==> config.mk <==
export PLATFORM = sky130hd
export DESIGN_NAME = dns_a_record_response_parser_unit
export DESIGN_NICKNAME = d
export VERILOG_FILES = /design/src/rtl/core/dnsarp_pkg.sv /design/src/rtl/core/dns_a_record_response_parser_unit.sv
export SDC_FILE = /design/constraint.sdc
export NUM_CORES = 1
export LEC_CHECK = 0
export ABC_AREA = 1
export BUFFER_PORTS_ARGS = -buffer_cell sky130_fd_sc_hd__buf_4
export CORE_MARGIN = 5
export CORE_UTILIZATION = 65
export DETAILED_ROUTE_END_ITERATION = 10
export PLACE_DENSITY = 0.84
export SETUP_SLACK_MARGIN = 0.02
export SKIP_CTS_REPAIR_TIMING = 1
export SLEW_MARGIN = 30
export SYNTH_ARGS = -nofsm -noshare
export SYNTH_HDL_FRONTEND = slang
export SYNTH_SLANG_ARGS = --single-unit
==> constraint.sdc <==
create_clock -name clk -period 9.39 [get_ports clk]
set_input_delay 1.878 -clock clk [delete_from_list [all_inputs] [get_ports clk]]
set_output_delay 1.878 -clock clk [all_outputs]
set_load 0.02 [all_outputs]
==> src/rtl/core/dnsarp_pkg.sv <==
package dnsarp_pkg;

  localparam int unsigned HeaderBytes = 12;

  typedef struct packed {
    logic [7:0] data_byte;
    logic       last;
  } in_word_t;

  typedef struct packed {
    logic [2:0]  status;
    logic [31:0] address;
  } out_word_t;

  typedef enum logic [3:0] {
    PH_HEADER = 4'd0,
    PH_QNAME  = 4'd1,
    PH_QLABEL = 4'd2,
    PH_QPTR   = 4'd3,
    PH_QTAIL  = 4'd4,
    PH_ANAME  = 4'd5,
    PH_ALABEL = 4'd6,
    PH_APTR   = 4'd7,
    PH_AFIXED = 4'd8,
    PH_ADATA  = 4'd9,
    PH_RSKIP  = 4'd10,
    PH_DONE   = 4'd11,
    PH_FOUND  = 4'd12
  } phase_t;

  localparam logic [2:0] ST_FOUND        = 3'd0;
  localparam logic [2:0] ST_TOO_SHORT    = 3'd1;
  localparam logic [2:0] ST_ID_MISMATCH  = 3'd2;
  localparam logic [2:0] ST_NOT_RESPONSE = 3'd3;
  localparam logic [2:0] ST_SERVER_ERROR = 3'd4;
  localparam logic [2:0] ST_NO_ANSWERS   = 3'd5;
  localparam logic [2:0] ST_NO_A_RECORD  = 3'd6;
  localparam logic [2:0] ST_NONE         = 3'd0;

  localparam logic [7:0]  PtrMark   = 8'hC0;
  localparam logic [15:0] TypeA     = 16'd1;
  localparam logic [15:0] ALength   = 16'd4;
  localparam logic [15:0] FixedLen  = 16'd10;
  localparam logic [15:0] TailLen   = 16'd4;

endpackage

==> src/rtl/core/dns_a_record_response_parser_unit.sv <==
// DNS response parser: takes one packet byte per word, one word per cycle with no
// gaps needed, and on the word marked last delivers one result word (status and the
// first IPv4 A address) from a register. Bytes past MAX_PACKET are
// dropped but their last mark still closes the packet. Results sit in a two-entry
// output buffer, so input keeps flowing while a result waits; input stalls only when
// both entries are full. expected_id may be written only between packets.
module dns_a_record_response_parser_unit #(
  parameter int unsigned MAX_PACKET = 512
) (
  input  logic                  clk,
  input  logic                  rst,
  input  logic                  cfg_wr_en,
  input  logic [15:0]           cfg_wr_data,
  input  logic                  in_valid,
  output logic                  in_ready,
  input  dnsarp_pkg::in_word_t  in_word,
  output logic                  out_valid,
  input  logic                  out_ready,
  output dnsarp_pkg::out_word_t out_word
);

  localparam int unsigned PosW = $clog2(MAX_PACKET + 1);
  localparam logic [PosW-1:0] PosMax   = PosW'(MAX_PACKET);
  localparam logic [PosW-1:0] PosIdEnd = PosW'(1);
  localparam logic [PosW-1:0] PosFlags = PosW'(3);
  localparam logic [PosW-1:0] PosAnCnt = PosW'(7);
  localparam logic [PosW-1:0] PosHdEnd = PosW'(dnsarp_pkg::HeaderBytes - 1);
  localparam logic [PosW-1:0] PosHdLen = PosW'(dnsarp_pkg::HeaderBytes);

  logic [15:0]        expected_id;
  logic [PosW-1:0]    byte_position;
  dnsarp_pkg::phase_t parse_phase;
  logic [15:0]        skip_remaining;
  logic [15:0]        answers_left;
  logic [15:0]        header_word;
  logic [15:0]        record_type;
  logic [15:0]        record_length;
  logic [31:0]        address_accum;
  logic [2:0]         verdict;

  logic [PosW-1:0]    byte_position_next;
  dnsarp_pkg::phase_t parse_phase_next;
  logic [15:0]        skip_remaining_next;
  logic [15:0]        answers_left_next;
  logic [15:0]        header_word_next;
  logic [15:0]        record_type_next;
  logic [15:0]        record_length_next;
  logic [31:0]        address_accum_next;
  logic [2:0]         verdict_next;

  logic                  skid_valid;
  dnsarp_pkg::out_word_t skid_word;
  dnsarp_pkg::out_word_t result;

  logic        in_acc;
  logic        take;
  logic        emit;
  logic        out_take;
  logic [7:0]  b;
  logic [15:0] hw_shift;
  logic [15:0] skip_dec;
  logic [15:0] ans_dec;
  logic [3:0]  afx_idx;
  logic [15:0] rt_new;
  logic [15:0] rl_new;

  assign in_ready = !skid_valid;
  assign in_acc   = in_valid && in_ready;
  assign take     = in_acc && (byte_position < PosMax);
  assign emit     = in_acc && in_word.last;
  assign out_take = out_valid && out_ready;
  assign b        = in_word.data_byte;
  assign hw_shift = {header_word[7:0], b};
  assign skip_dec = skip_remaining - 16'd1;
  assign ans_dec  = answers_left - 16'd1;
  assign afx_idx  = 4'd10 - skip_remaining[3:0];
  assign rt_new   = (afx_idx < 4'd2) ? {record_type[7:0], b} : record_type;
  assign rl_new   = (afx_idx >= 4'd8) ? {record_length[7:0], b} : record_length;

  // next state of the parser for one byte
  always_comb begin
    byte_position_next  = byte_position;
    parse_phase_next    = parse_phase;
    skip_remaining_next = skip_remaining;
    answers_left_next   = answers_left;
    header_word_next    = header_word;
    record_type_next    = record_type;
    record_length_next  = record_length;
    address_accum_next  = address_accum;
    verdict_next        = verdict;
    if (take) begin
      byte_position_next = byte_position + PosW'(1);
      unique case (parse_phase) inside
        dnsarp_pkg::PH_HEADER: begin
          header_word_next = hw_shift;
          if (byte_position == PosIdEnd && hw_shift != expected_id) begin
            verdict_next     = dnsarp_pkg::ST_ID_MISMATCH;
            parse_phase_next = dnsarp_pkg::PH_DONE;
          end else if (byte_position == PosFlags) begin
            if (!hw_shift[15]) begin
              verdict_next     = dnsarp_pkg::ST_NOT_RESPONSE;
              parse_phase_next = dnsarp_pkg::PH_DONE;
            end else if (hw_shift[3:0] != 4'd0) begin
              verdict_next     = dnsarp_pkg::ST_SERVER_ERROR;
              parse_phase_next = dnsarp_pkg::PH_DONE;
            end
          end else if (byte_position == PosAnCnt) begin
            answers_left_next = hw_shift;
            if (hw_shift == 16'd0) begin
              verdict_next     = dnsarp_pkg::ST_NO_ANSWERS;
              parse_phase_next = dnsarp_pkg::PH_DONE;
            end
          end else if (byte_position == PosHdEnd) begin
            parse_phase_next = dnsarp_pkg::PH_QNAME;
          end
        end
        dnsarp_pkg::PH_QNAME, dnsarp_pkg::PH_ANAME: begin
          if (b == 8'd0) begin
            if (parse_phase == dnsarp_pkg::PH_QNAME) begin
              skip_remaining_next = dnsarp_pkg::TailLen;
              parse_phase_next    = dnsarp_pkg::PH_QTAIL;
            end else begin
              skip_remaining_next = dnsarp_pkg::FixedLen;
              record_type_next    = 16'd0;
              record_length_next  = 16'd0;
              parse_phase_next    = dnsarp_pkg::PH_AFIXED;
            end
          end else if ((b & dnsarp_pkg::PtrMark) == dnsarp_pkg::PtrMark) begin
            parse_phase_next = (parse_phase == dnsarp_pkg::PH_QNAME) ?
                               dnsarp_pkg::PH_QPTR : dnsarp_pkg::PH_APTR;
          end else begin
            skip_remaining_next = {8'd0, b};
            parse_phase_next = (parse_phase == dnsarp_pkg::PH_QNAME) ?
                               dnsarp_pkg::PH_QLABEL : dnsarp_pkg::PH_ALABEL;
          end
        end
        dnsarp_pkg::PH_QLABEL, dnsarp_pkg::PH_ALABEL: begin
          skip_remaining_next = skip_dec;
          if (skip_dec == 16'd0) begin
            parse_phase_next = (parse_phase == dnsarp_pkg::PH_QLABEL) ?
                               dnsarp_pkg::PH_QNAME : dnsarp_pkg::PH_ANAME;
          end
        end
        dnsarp_pkg::PH_QPTR: begin
          skip_remaining_next = dnsarp_pkg::TailLen;
          parse_phase_next    = dnsarp_pkg::PH_QTAIL;
        end
        dnsarp_pkg::PH_APTR: begin
          skip_remaining_next = dnsarp_pkg::FixedLen;
          record_type_next    = 16'd0;
          record_length_next  = 16'd0;
          parse_phase_next    = dnsarp_pkg::PH_AFIXED;
        end
        dnsarp_pkg::PH_QTAIL: begin
          skip_remaining_next = skip_dec;
          if (skip_dec == 16'd0) begin
            if (answers_left == 16'd0) begin
              verdict_next     = dnsarp_pkg::ST_NO_A_RECORD;
              parse_phase_next = dnsarp_pkg::PH_DONE;
            end else begin
              parse_phase_next = dnsarp_pkg::PH_ANAME;
            end
          end
        end
        dnsarp_pkg::PH_AFIXED: begin
          record_type_next    = rt_new;
          record_length_next  = rl_new;
          skip_remaining_next = skip_dec;
          if (skip_dec == 16'd0) begin
            if (rt_new == dnsarp_pkg::TypeA && rl_new == dnsarp_pkg::ALength) begin
              skip_remaining_next = dnsarp_pkg::ALength;
              address_accum_next  = 32'd0;
              parse_phase_next    = dnsarp_pkg::PH_ADATA;
            end else if (rl_new == 16'd0) begin
              answers_left_next = ans_dec;
              if (ans_dec == 16'd0) begin
                verdict_next     = dnsarp_pkg::ST_NO_A_RECORD;
                parse_phase_next = dnsarp_pkg::PH_DONE;
              end else begin
                parse_phase_next = dnsarp_pkg::PH_ANAME;
              end
            end else begin
              skip_remaining_next = rl_new;
              parse_phase_next    = dnsarp_pkg::PH_RSKIP;
            end
          end
        end
        dnsarp_pkg::PH_ADATA: begin
          address_accum_next  = {address_accum[23:0], b};
          skip_remaining_next = skip_dec;
          if (skip_dec == 16'd0) begin
            parse_phase_next = dnsarp_pkg::PH_FOUND;
          end
        end
        dnsarp_pkg::PH_RSKIP: begin
          skip_remaining_next = skip_dec;
          if (skip_dec == 16'd0) begin
            answers_left_next = ans_dec;
            if (ans_dec == 16'd0) begin
              verdict_next     = dnsarp_pkg::ST_NO_A_RECORD;
              parse_phase_next = dnsarp_pkg::PH_DONE;
            end else begin
              parse_phase_next = dnsarp_pkg::PH_ANAME;
            end
          end
        end
        default: begin
        end
      endcase
    end
  end

  // result for a packet that ends on this word
  always_comb begin
    result.address = 32'd0;
    if (byte_position_next < PosHdLen) begin
      result.status = dnsarp_pkg::ST_TOO_SHORT;
    end else if (parse_phase_next == dnsarp_pkg::PH_FOUND) begin
      result.status  = dnsarp_pkg::ST_FOUND;
      result.address = address_accum_next;
    end else if (verdict_next != dnsarp_pkg::ST_NONE) begin
      result.status = verdict_next;
    end else begin
      result.status = dnsarp_pkg::ST_NO_A_RECORD;
    end
  end

  always_ff @(posedge clk) begin
    if (rst) begin
      expected_id <= 16'd0;
    end else if (cfg_wr_en) begin
      expected_id <= cfg_wr_data;
    end
  end

  always_ff @(posedge clk) begin
    if (rst || emit) begin
      byte_position  <= '0;
      parse_phase    <= dnsarp_pkg::PH_HEADER;
      skip_remaining <= 16'd0;
      answers_left   <= 16'd0;
      header_word    <= 16'd0;
      record_type    <= 16'd0;
      record_length  <= 16'd0;
      address_accum  <= 32'd0;
      verdict        <= dnsarp_pkg::ST_NONE;
    end else begin
      byte_position  <= byte_position_next;
      parse_phase    <= parse_phase_next;
      skip_remaining <= skip_remaining_next;
      answers_left   <= answers_left_next;
      header_word    <= header_word_next;
      record_type    <= record_type_next;
      record_length  <= record_length_next;
      address_accum  <= address_accum_next;
      verdict        <= verdict_next;
    end
  end

  // two-entry result buffer: out register plus skid
  always_ff @(posedge clk) begin
    if (rst) begin
      out_valid  <= 1'b0;
      skid_valid <= 1'b0;
    end else begin
      if (out_take) begin
        if (skid_valid) begin
          out_word   <= skid_word;
          skid_valid <= 1'b0;
        end else if (emit) begin
          out_word <= result;
        end else begin
          out_valid <= 1'b0;
        end
      end else if (emit) begin
        if (out_valid) begin
          skid_word  <= result;
          skid_valid <= 1'b1;
        end else begin
          out_word  <= result;
          out_valid <= 1'b1;
        end
      end
    end
  end

`ifndef SYNTHESIS
  a_skid_implies_out: assert property (@(posedge clk) disable iff (rst)
    skid_valid |-> out_valid)
    else $error("skid entry held while output register empty");

  a_addr_only_found: assert property (@(posedge clk) disable iff (rst)
    out_valid && out_word.status != dnsarp_pkg::ST_FOUND |-> out_word.address == 32'd0)
    else $error("address nonzero on a failed lookup");

  a_clear_after_last: assert property (@(posedge clk) disable iff (rst)
    emit |=> byte_position == '0 && parse_phase == dnsarp_pkg::PH_HEADER)
    else $error("parser not cleared after last word");

  a_no_result_midpacket: assert property (@(posedge clk) disable iff (rst)
    !emit && !out_take |=> out_valid == $past(out_valid) && skid_valid == $past(skid_valid))
    else $error("result buffer changed without a last word or a drain");

  a_pos_bounded: assert property (@(posedge clk) disable iff (rst)
    byte_position <= PosMax)
    else $error("byte position beyond packet limit");
`endif

endmodule

; Yosys cells after proc, flatten, opt, wreduce, memory -nomap -nowiden
; Index checks and enable logic that the tools add are counted.
; W data, S select, Z words.
[totals]
regBits = 209
latchBits = 0
ramBits = 0
romBits = 0
input_bits = 30
out_inout_bits = 37
elab_cells = 171
n_memories = 0
[op_classes]
addsub = 4
multipliers = 0
div_mod_pow = 0
order_cmp = 4
eq_ne = 32
shift = 0
mux = 79
bitwise = 2
reduce_logical = 34
[op_table]
columns = cell, count
row1 = $mux W16, 16
row2 = $mux W35, 5
row3 = $mux W32, 5
row4 = $pmux W16 S3, 3
row5 = $logic_not A16 Y1, 5
row6 = $mux W4, 20
row7 = $pmux W16 S5, 1
row8 = $pmux W32 S2, 1
row9 = $mux W3, 21
row10 = $pmux W4 S9, 1
row11 = $sub A16 B1 Y16 const B, 2
row12 = $eq A16 B1 Y1 const B, 1
row13 = $eq A16 B3 Y1 const B, 1
row14 = $eq A4 B3 Y1 const B, 4
row15 = $eq A4 B4 Y1 const B, 4
row16 = $ne A16 B16 Y1, 1
row17 = $ne A2 B2 Y1 const B, 8
row18 = $pmux W3 S4, 1
row19 = $reduce_and A4 Y1, 3
row20 = $add A10 B1 Y10 const B, 1
row21 = $eq A10 B1 Y1 const B, 1
row22 = $eq A10 B2 Y1 const B, 1
row23 = $eq A10 B3 Y1 const B, 1
row24 = $eq A10 B4 Y1 const B, 1
row25 = 27 further kinds, 47

; Depth between registers and ports, before layout
; Gate-level depths: netlist of run 1.
[logic_depth]
depth_word = 16
mapped_depth = 24
depth_no_buf = 23

; Worst setup path before layout of run 1
; No wires, ideal clock.
[synth_path]
kind = in2reg
from = input port in_word[0] (netlist name)
to = register out_word[0] (netlist name), enable pin
setup_time_ns = 0.480
t_arrival_ns = 4.788
t_required_ns = 8.910
path_slack_ns = 4.121
stages = 4
n_path_buf = 0
path_cell_list = nand3_1 inv_1 o21ai_0 a211oi_1
[synth_via]
elab_chain_len = 3
elab_cells_between_ends = 4
classes_between = 4 x reduce/logical
[synth_lines]
columns = element, line_no
row1 = start: declaration, dns_a_record_response_parser_unit.sv:16  ; input dnsarp_pkg::in_word_t in_word,
row2 = $logic_and A1 B1 Y1 (*), dns_a_record_response_parser_unit.sv:70  ; assign emit = in_acc && in_word.last;
row3 = $reduce_bool A2 Y1 (no line), n/a
row4 = $reduce_and A4 Y1 (no line) (*), n/a
row5 = end signal: assignment, dns_a_record_response_parser_unit.sv:268  ; out_word <= skid_word;
row6 = end signal: assignment, dns_a_record_response_parser_unit.sv:271  ; out_word <= result;
row7 = end signal: assignment, dns_a_record_response_parser_unit.sv:280  ; out_word <= result;
row8 = end: declaration, dns_a_record_response_parser_unit.sv:19  ; output dnsarp_pkg::out_word_t out_word
; Mark *: on every way between the ends. The rest lies on a longest branch, timed or not.
; A chain may end at the register's enable or synchronous reset.

; Worst setup path after layout of run 1
[layout_path]
from = input port in_valid
to = register out_word[34] (netlist name) (data pin)
[layout_via]
elab_chain_len = 10
elab_cells_between_ends = 16
classes_between = 1 x order compare / 1 x eq/ne / 11 x mux / 3 x reduce/logical
[layout_lines]
columns = element, line_no
row1 = start: declaration, dns_a_record_response_parser_unit.sv:14  ; input logic in_valid,
row2 = $logic_and A1 B1 Y1 (*), dns_a_record_response_parser_unit.sv:68  ; assign in_acc = in_valid && in_ready;
row3 = $logic_and A1 B1 Y1 (*), dns_a_record_response_parser_unit.sv:69  ; assign take = in_acc && (byte_position < PosMax);
row4 = branches (longest 4 deep; another with $lt A10 B4 Y1), n/a
row5 = $mux W3 (*), dns_a_record_response_parser_unit.sv:216  ; if (byte_position_next < PosHdLen) begin
row6 = $mux W35 (on tied branches), "dns_a_record_response_parser_unit.sv:276, dns_a_record_response_parser_unit.sv:270"
row7 = $mux W35 (on tied branches), "dns_a_record_response_parser_unit.sv:275, dns_a_record_response_parser_unit.sv:267"
row8 = $mux W35 (*), dns_a_record_response_parser_unit.sv:266  ; if (out_take) begin
; Mark *: on every way between the ends. The select of a mux whose other input is x is not followed.

==> results of run 1 <==
## worst min-delay path, delay by kind of cell (launching register included)
| family | cells | cell delay, ns |
|---|---|---|
| flip-flops | 1 | 0.31 |
| AND/OR/NAND/NOR | 1 | 0.06 |
| AO/OA/AOI/OAI | 1 | 0.05 |
## worst max path at each step
stage,cells after the start,start,end,slack (ns)
after floorplan,4,in_word[0],out_word[0],4.12
after global placement,16,in_valid,out_word[34],4.31
after detailed placement,16,in_valid,out_word[34],4.17
after CTS,16,in_valid,out_word[34],4.70
after global routing,16,in_valid,out_word[34],4.23
final,16,in_valid,out_word[34],4.65
## report_power, final
part | internal (µW) | switching (µW)
clock network | 533 | 388
logic | 160 | 382
registers | 953 | 26.8
## cell usage after synthesis, types with 28 or more instances
master and instances:
a21oi_1 116, nand3_1 80, clkbuf_1 32, a21oi_2 28, edfxtp_1 70, o21ai_0 78
o22ai_1 36, nor2_1 238, inv_1 238, nand3_2 30, dfxtp_1 139, nand2_1 412
## registers in the layout, indices dropped and copies added (netlist names)
signal	flops
verdict	3
skid_valid	1
address_accum	32
expected_id	16
out_valid	1
byte_position	10
record_type	16
skid_word	35
answers_left	16
record_length	16
parse_phase	4
header_word	8
out_word	35
skip_remaining	16
## logic make-up (layout without fill, tap and decap cells)
logic type      Yosys count  after routing  synth area share
xor+xnor                 20             20            0.0154
fa+ha+maj                 8              8           0.00842
compound gates          280            280             0.135
simple gates            852            852             0.320
buf+inv                 311            366             0.111
flops                   209            209             0.411
## layout make-up
| cell class | instances | area [µm²] | share of cell area |
|---|---|---|---|
| Multi-Input combinational cell | 1160 | 5710 | 0.434 |
| Sequential cell | 209 | 4880 | 0.371 |
| Inverter | 252 | 946 | 0.0719 |
| Clock buffer | 27 | 654 | 0.0498 |
| Timing Repair Buffer | 72 | 541 | 0.0411 |
| Tap cell | 229 | 287 | 0.0218 |
| Clock inverter | 15 | 128 | 0.00970 |
## per-stage QoR
stage,utilization,cells
3_5_place_dp,0.688,1922
6_report,0.732,1964
4_1_cts,0.732,1964
5_1_grt,0.732,1964
2_1_floorplan,-,1680
3_3_place_gp,0.688,1922
## per-layer routing
metal  vias to the layer above  track usage
met4                         0       0.0760
met1                      5106        0.423
met3                        50       0.0437
met2                       503        0.439
met5                         -            0
li1                       5445            -
==> results.py, run 1 <==
metrics = {
    "status": {
        "outcome": "finished, final reports clean",
    },
    "worst_setup_path": {
        "critPathLaunchType": "input port",
        "crit_required_ns": 9.63,
        "critPathArrivalTime_ns": 4.98,
        "critPathSlowestCell": "buf_4",
        "ff2ff_setup_slack_ns": 5.08,
        "reg2reg_to": "out_word[29]",
        "cp_max_fo": 30,
        "cpPeakStageDelay_ns": 0.49,
        "crit_family": "simple AND/OR/NAND/NOR gates",
        "cpMostUsedCell": "nand3_1",
        "crit_buf_inv": 5,
        "crit_type": "in2reg",
        "crit_path_cell_trace": "buf_4 > inv_1 > nor3_2 > clkinv_1 > nor2_1 > nand3_1 > inv_1 > nand3_1 > nor2_1 > xor2_1 > nand4_1 > buf_4 > nand3_1 > nand2_1 > nand2_1 > a21oi_1",
        "r2r-start": "skip_remaining[0]",
        "critPathCaptureType": "register",
        "rr_worst_depth": 19,
    },
    "routing": {
        "wl_met2_um": 14100,
        "wl_met3_um": 2910,
        "wl_met1_um": 14100,
        "top_layer_used": "met4",
        "via_per_inst": 5.65,
        "drt_iter0_markers": 1245,
        "drt_first_pass_iters": 5,
        "wl_um": 31700,
        "ant_nets": 0,
        "avgRoutedWirePerCell_um": 16.1,
        "drc_errors": 0,
        "vias": 11100,
    },
    "sta": {
        "worst_pin_slew_ns": 0.942,
        "fmax_ghz": 0.211,
        "finalMaxSlewViolations": 0,
        "hold_ws_ns": 0.465,
        "rsz0062_at_grt": "false",
        "slew_headroom": 0.370,
        "hold_violations": 0,
        "fin_ws_ns": 4.65,
        "fin_crit_sh": 0.505,
        "fin_crit_ns": 4.74,
        "fin_skew_ns": 0.0121,
        "tns_ns": 0,
        "setup_viol": 0,
    },
    "yosys": {
        "synthFlopType": "dfxtp_1",
        "avgSynthCellArea_um2": 7.08,
        "syn-num-nets": 1718,
        "synth_area_leaders": "dfxtp_1 (23%), edfxtp_1 (18%), nand2_1 (13%)",
        "synth_top_area_cell": "dfxtp_1",
        "syn_area_um2": 11900,
        "yosysSeqAreaShare": 0.411,
        "synthArstFlopShare": 0,
        "synth_cells": 1680,
        "ys_types": 49,
        "yosys_warnings": 0,
        "ys_ff_latch": 209,
        "synth_top_area_share": 0.234,
        "synth_edf_count": 70,
    },
    "final_layout": {
        "final_cell_mix": "nand2_1 (410), nor2_1 (237), inv_1 (235)",
        "finalNetCount": 1756,
        "antenna_cells": 0,
        "fillCellCount": 1426,
        "final_layout_size_suffix_gt1_frac": 0.137,
        "layout_commonest_cell": "nand2_1",
        "final_area_um2": 13200,
        "area_growth_pct": 10.6,
    },
    "placed_design": {
        "gp_congestion": 0.959,
        "hpwl_um": 21900,
        "placed_cell_area_um2": 12400,
        "port_buffers": 66,
        "dp_slack_ns": 4.17,
    },
    "cts": {
        "htree_levels": 1,
        "clock_latency_ns": 0.52,
        "numCtsBuffers": 23,
        "cts-root-buf": "clkbuf_16",
        "cts.sinks": 209,
        "clkSlewWorstSetupHoldPaths_ns": 0.06,
        "cts_tree": "yes",
        "clockBufferDepth": 3,
    },
    "power_and_ir_drop": {
        "ir_drop_mv": 0.200,
        "power_leakage_uw": 0.00577,
        "total_power_uw": 2440,
        "cellPowerDensity_nw_per_um2": 186,
    },
    "floorplan": {
        "die-area_um2": 21100,
        "start_util": 0.662,
        "fp.dieH_um": 145,
        "core_um2": 18000,
        "die_width_um": 145,
        "io_pins": 67,
        "row_count": 49,
    },
    "global_routing": {
        "grt_pass1_vias": 10200,
        "grt_pass1_wl_um": 51700,
        "grt-ovfl-total": 0,
        "track_usage": 0.286,
        "grt_max_degree": 79,
        "grt_antenna_before_repair": 0,
    },
    "run": {
        "drv_cap": 0,
    },
    "min_path": {
        "hp-class": "reg2reg",
        "worstHoldStart": "record_length[9]",
        "hold_path_end": "record_length[9]",
        "whs_path_depth": 2,
    },
}
Power figures use the tool's default switching activity.
==> run 2: changes to the inputs <==
Settings changed: CORE_UTILIZATION 65 to 62, PLACE_DENSITY 0.84 to 0.81.
Clock period 9.39 ns to 4.61 ns, I/O delays scaled along.
==> results.py, run 2 (synthesis results as in run 1) <==
metrics = {
    "status": {
        "outcome": "finished, final reports clean",
    },
    "sta": {
        "tns_ns": 0,
        "fin_crit_sh": 0.830,
        "setup_viol": 0,
        "fin_skew_ns": 0.00873,
        "slew_headroom": 0.366,
        "hold_violations": 0,
        "finalMaxSlewViolations": 0,
        "fmax_ghz": 0.261,
        "worst_pin_slew_ns": 0.950,
        "rsz0062_at_grt": "false",
        "hold_ws_ns": 0.466,
        "fin_crit_ns": 3.82,
    },
    "worst_setup_path": {
        "r2r-start": "skip_remaining[0]",
        "cp_max_fo": 22,
        "crit_required_ns": 4.85,
        "reg2reg_to": "out_word[2]",
        "rr_worst_depth": 22,
        "crit_type": "reg2reg",
        "critPathLaunchType": "register",
        "critPathArrivalTime_ns": 4.07,
        "critPathLaunch": "skip_remaining[0]",
        "ff2ff_setup_slack_ns": 0.79,
        "critPathCaptureType": "register",
    },
    "cts": {
        "clkSlewWorstSetupHoldPaths_ns": 0.06,
        "cts_tree": "yes",
        "numCtsBuffers": 24,
        "cts.sinks": 209,
        "clockBufferDepth": 3,
        "htree_levels": 1,
        "cts-root-buf": "clkbuf_16",
        "clock_latency_ns": 0.53,
    },
    "routing": {
        "ant_nets": 0,
        "vias": 11200,
        "avgRoutedWirePerCell_um": 16.1,
        "drt_first_pass_iters": 6,
        "via_per_inst": 5.63,
        "drc_errors": 0,
        "wl_um": 32000,
        "drt_iter0_markers": 1178,
    },
    "floorplan": {
        "core_um2": 18800,
        "start_util": 0.634,
        "fp.dieH_um": 149,
        "die_width_um": 149,
        "row_count": 50,
        "io_pins": 67,
        "die-area_um2": 22100,
    },
    "global_routing": {
        "grt_max_degree": 59,
        "busiest_layer": "met2",
        "met2_usage": 0.447,
        "grt_pass1_wl_um": 51300,
        "track_usage": 0.281,
        "grt-ovfl-total": 0,
        "met3_usage": 0.0390,
        "grt_antenna_before_repair": 0,
        "grt_pass1_vias": 10200,
        "use_met1": 0.407,
    },
    "placed_design": {
        "dp_cells": 1941,
        "gp_congestion": 0.982,
        "port_buffers": 66,
        "hpwl_um": 22500,
    },
    "final_layout": {
        "layout_commonest_cell": "nand2_1",
        "top_regs": "out_word x35, skid_word x35, address_accum x32",
        "area_growth_pct": 12.1,
        "fin_cells": 1985,
        "finalNetCount": 1771,
        "final_cell_mix": "nand2_1 (411), inv_1 (237), nor2_1 (237)",
        "fillCellCount": 1546,
        "final_layout_size_suffix_gt1_frac": 0.141,
        "antenna_cells": 0,
    },
    "run": {
        "drv_cap": 0,
    },
    "power_and_ir_drop": {
        "power_leakage_uw": 0.00588,
        "cellPowerDensity_nw_per_um2": 386,
        "ir_drop_mv": 0.296,
    },
    "min_path": {
        "worstHoldStart": "record_length[11]",
        "whs_path_depth": 2,
        "hold_path_end": "record_length[11]",
        "hp-class": "reg2reg",
    },
}
run 2: per-stage QoR:
step | cell area, µm² | util | worst slack [ns] | power [µW]
finish | 13300 | 0.711 | 0.785 | 5140
global route | 13300 | 0.711 | 0.519 | 5380
CTS | 13300 | 0.711 | 0.886 | 5130
detailed placement | 12500 | 0.666 | 0.561 | 3120
global placement | 12500 | 0.666 | 0.688 | 3110
floorplan | 11900 | - | 0.297 | 2860
run 2: how the worst max path moves through the flow:
stage	depth (start not counted)	endpoint	slack [ns]
4_1_cts	22	out_word[2]	0.89
3_3_place_gp	12	out_word[2]	0.69
2_1_floorplan	4	out_word[0]	0.30
3_5_place_dp	19	out_word[2]	0.56
5_1_grt	22	out_word[2]	0.52
6_report	22	out_word[2]	0.79
run 2: metal layers:
metal  vias up  wire [µm]  part of all wire
met4         0        668             0.021
met5         -          0                 0
li1       5477          -                 -
met1      5140      14000              0.44
met2       503      14400              0.45
met3        58       2910             0.091
run 2: layout make-up:
type                            instances  area, µm²  area share
Clock buffer                           34        709      0.0532
Clock inverter                         10        135      0.0101
Inverter                              252        946      0.0709
Multi-Input combinational cell       1160       5710       0.428
Sequential cell                       209       4880       0.366
Tap cell                              234        293      0.0220
Timing Repair Buffer                   86        658      0.0494
run 2: where the power goes:
part           total, µW  switching [µW]  internal [µW]
registers           2000            55.4           1940
clock network       2020             779           1240
logic               1130             791            337
run 2: worst max-delay path: stages (launching register included):
cell and delay (ns):
dfxtp_1 0.37, inv_2 0.13, ha_1 0.32, inv_1 0.13
nor2_2 0.18, nand2_1 0.09, nand2_1 0.08, nand2_1 0.11
inv_1 0.12, nand2_1 0.06, nor2_1 0.16, nand3_1 0.30
inv_1 0.40, nand2_1 0.11, nand3_1 0.08, nand2_1 0.05
nor2_1 0.11, nand2_2 0.09, nand3_4 0.15, nor2_8 0.08
buf_12 0.18, nand3_1 0.11, a21oi_1 0.09
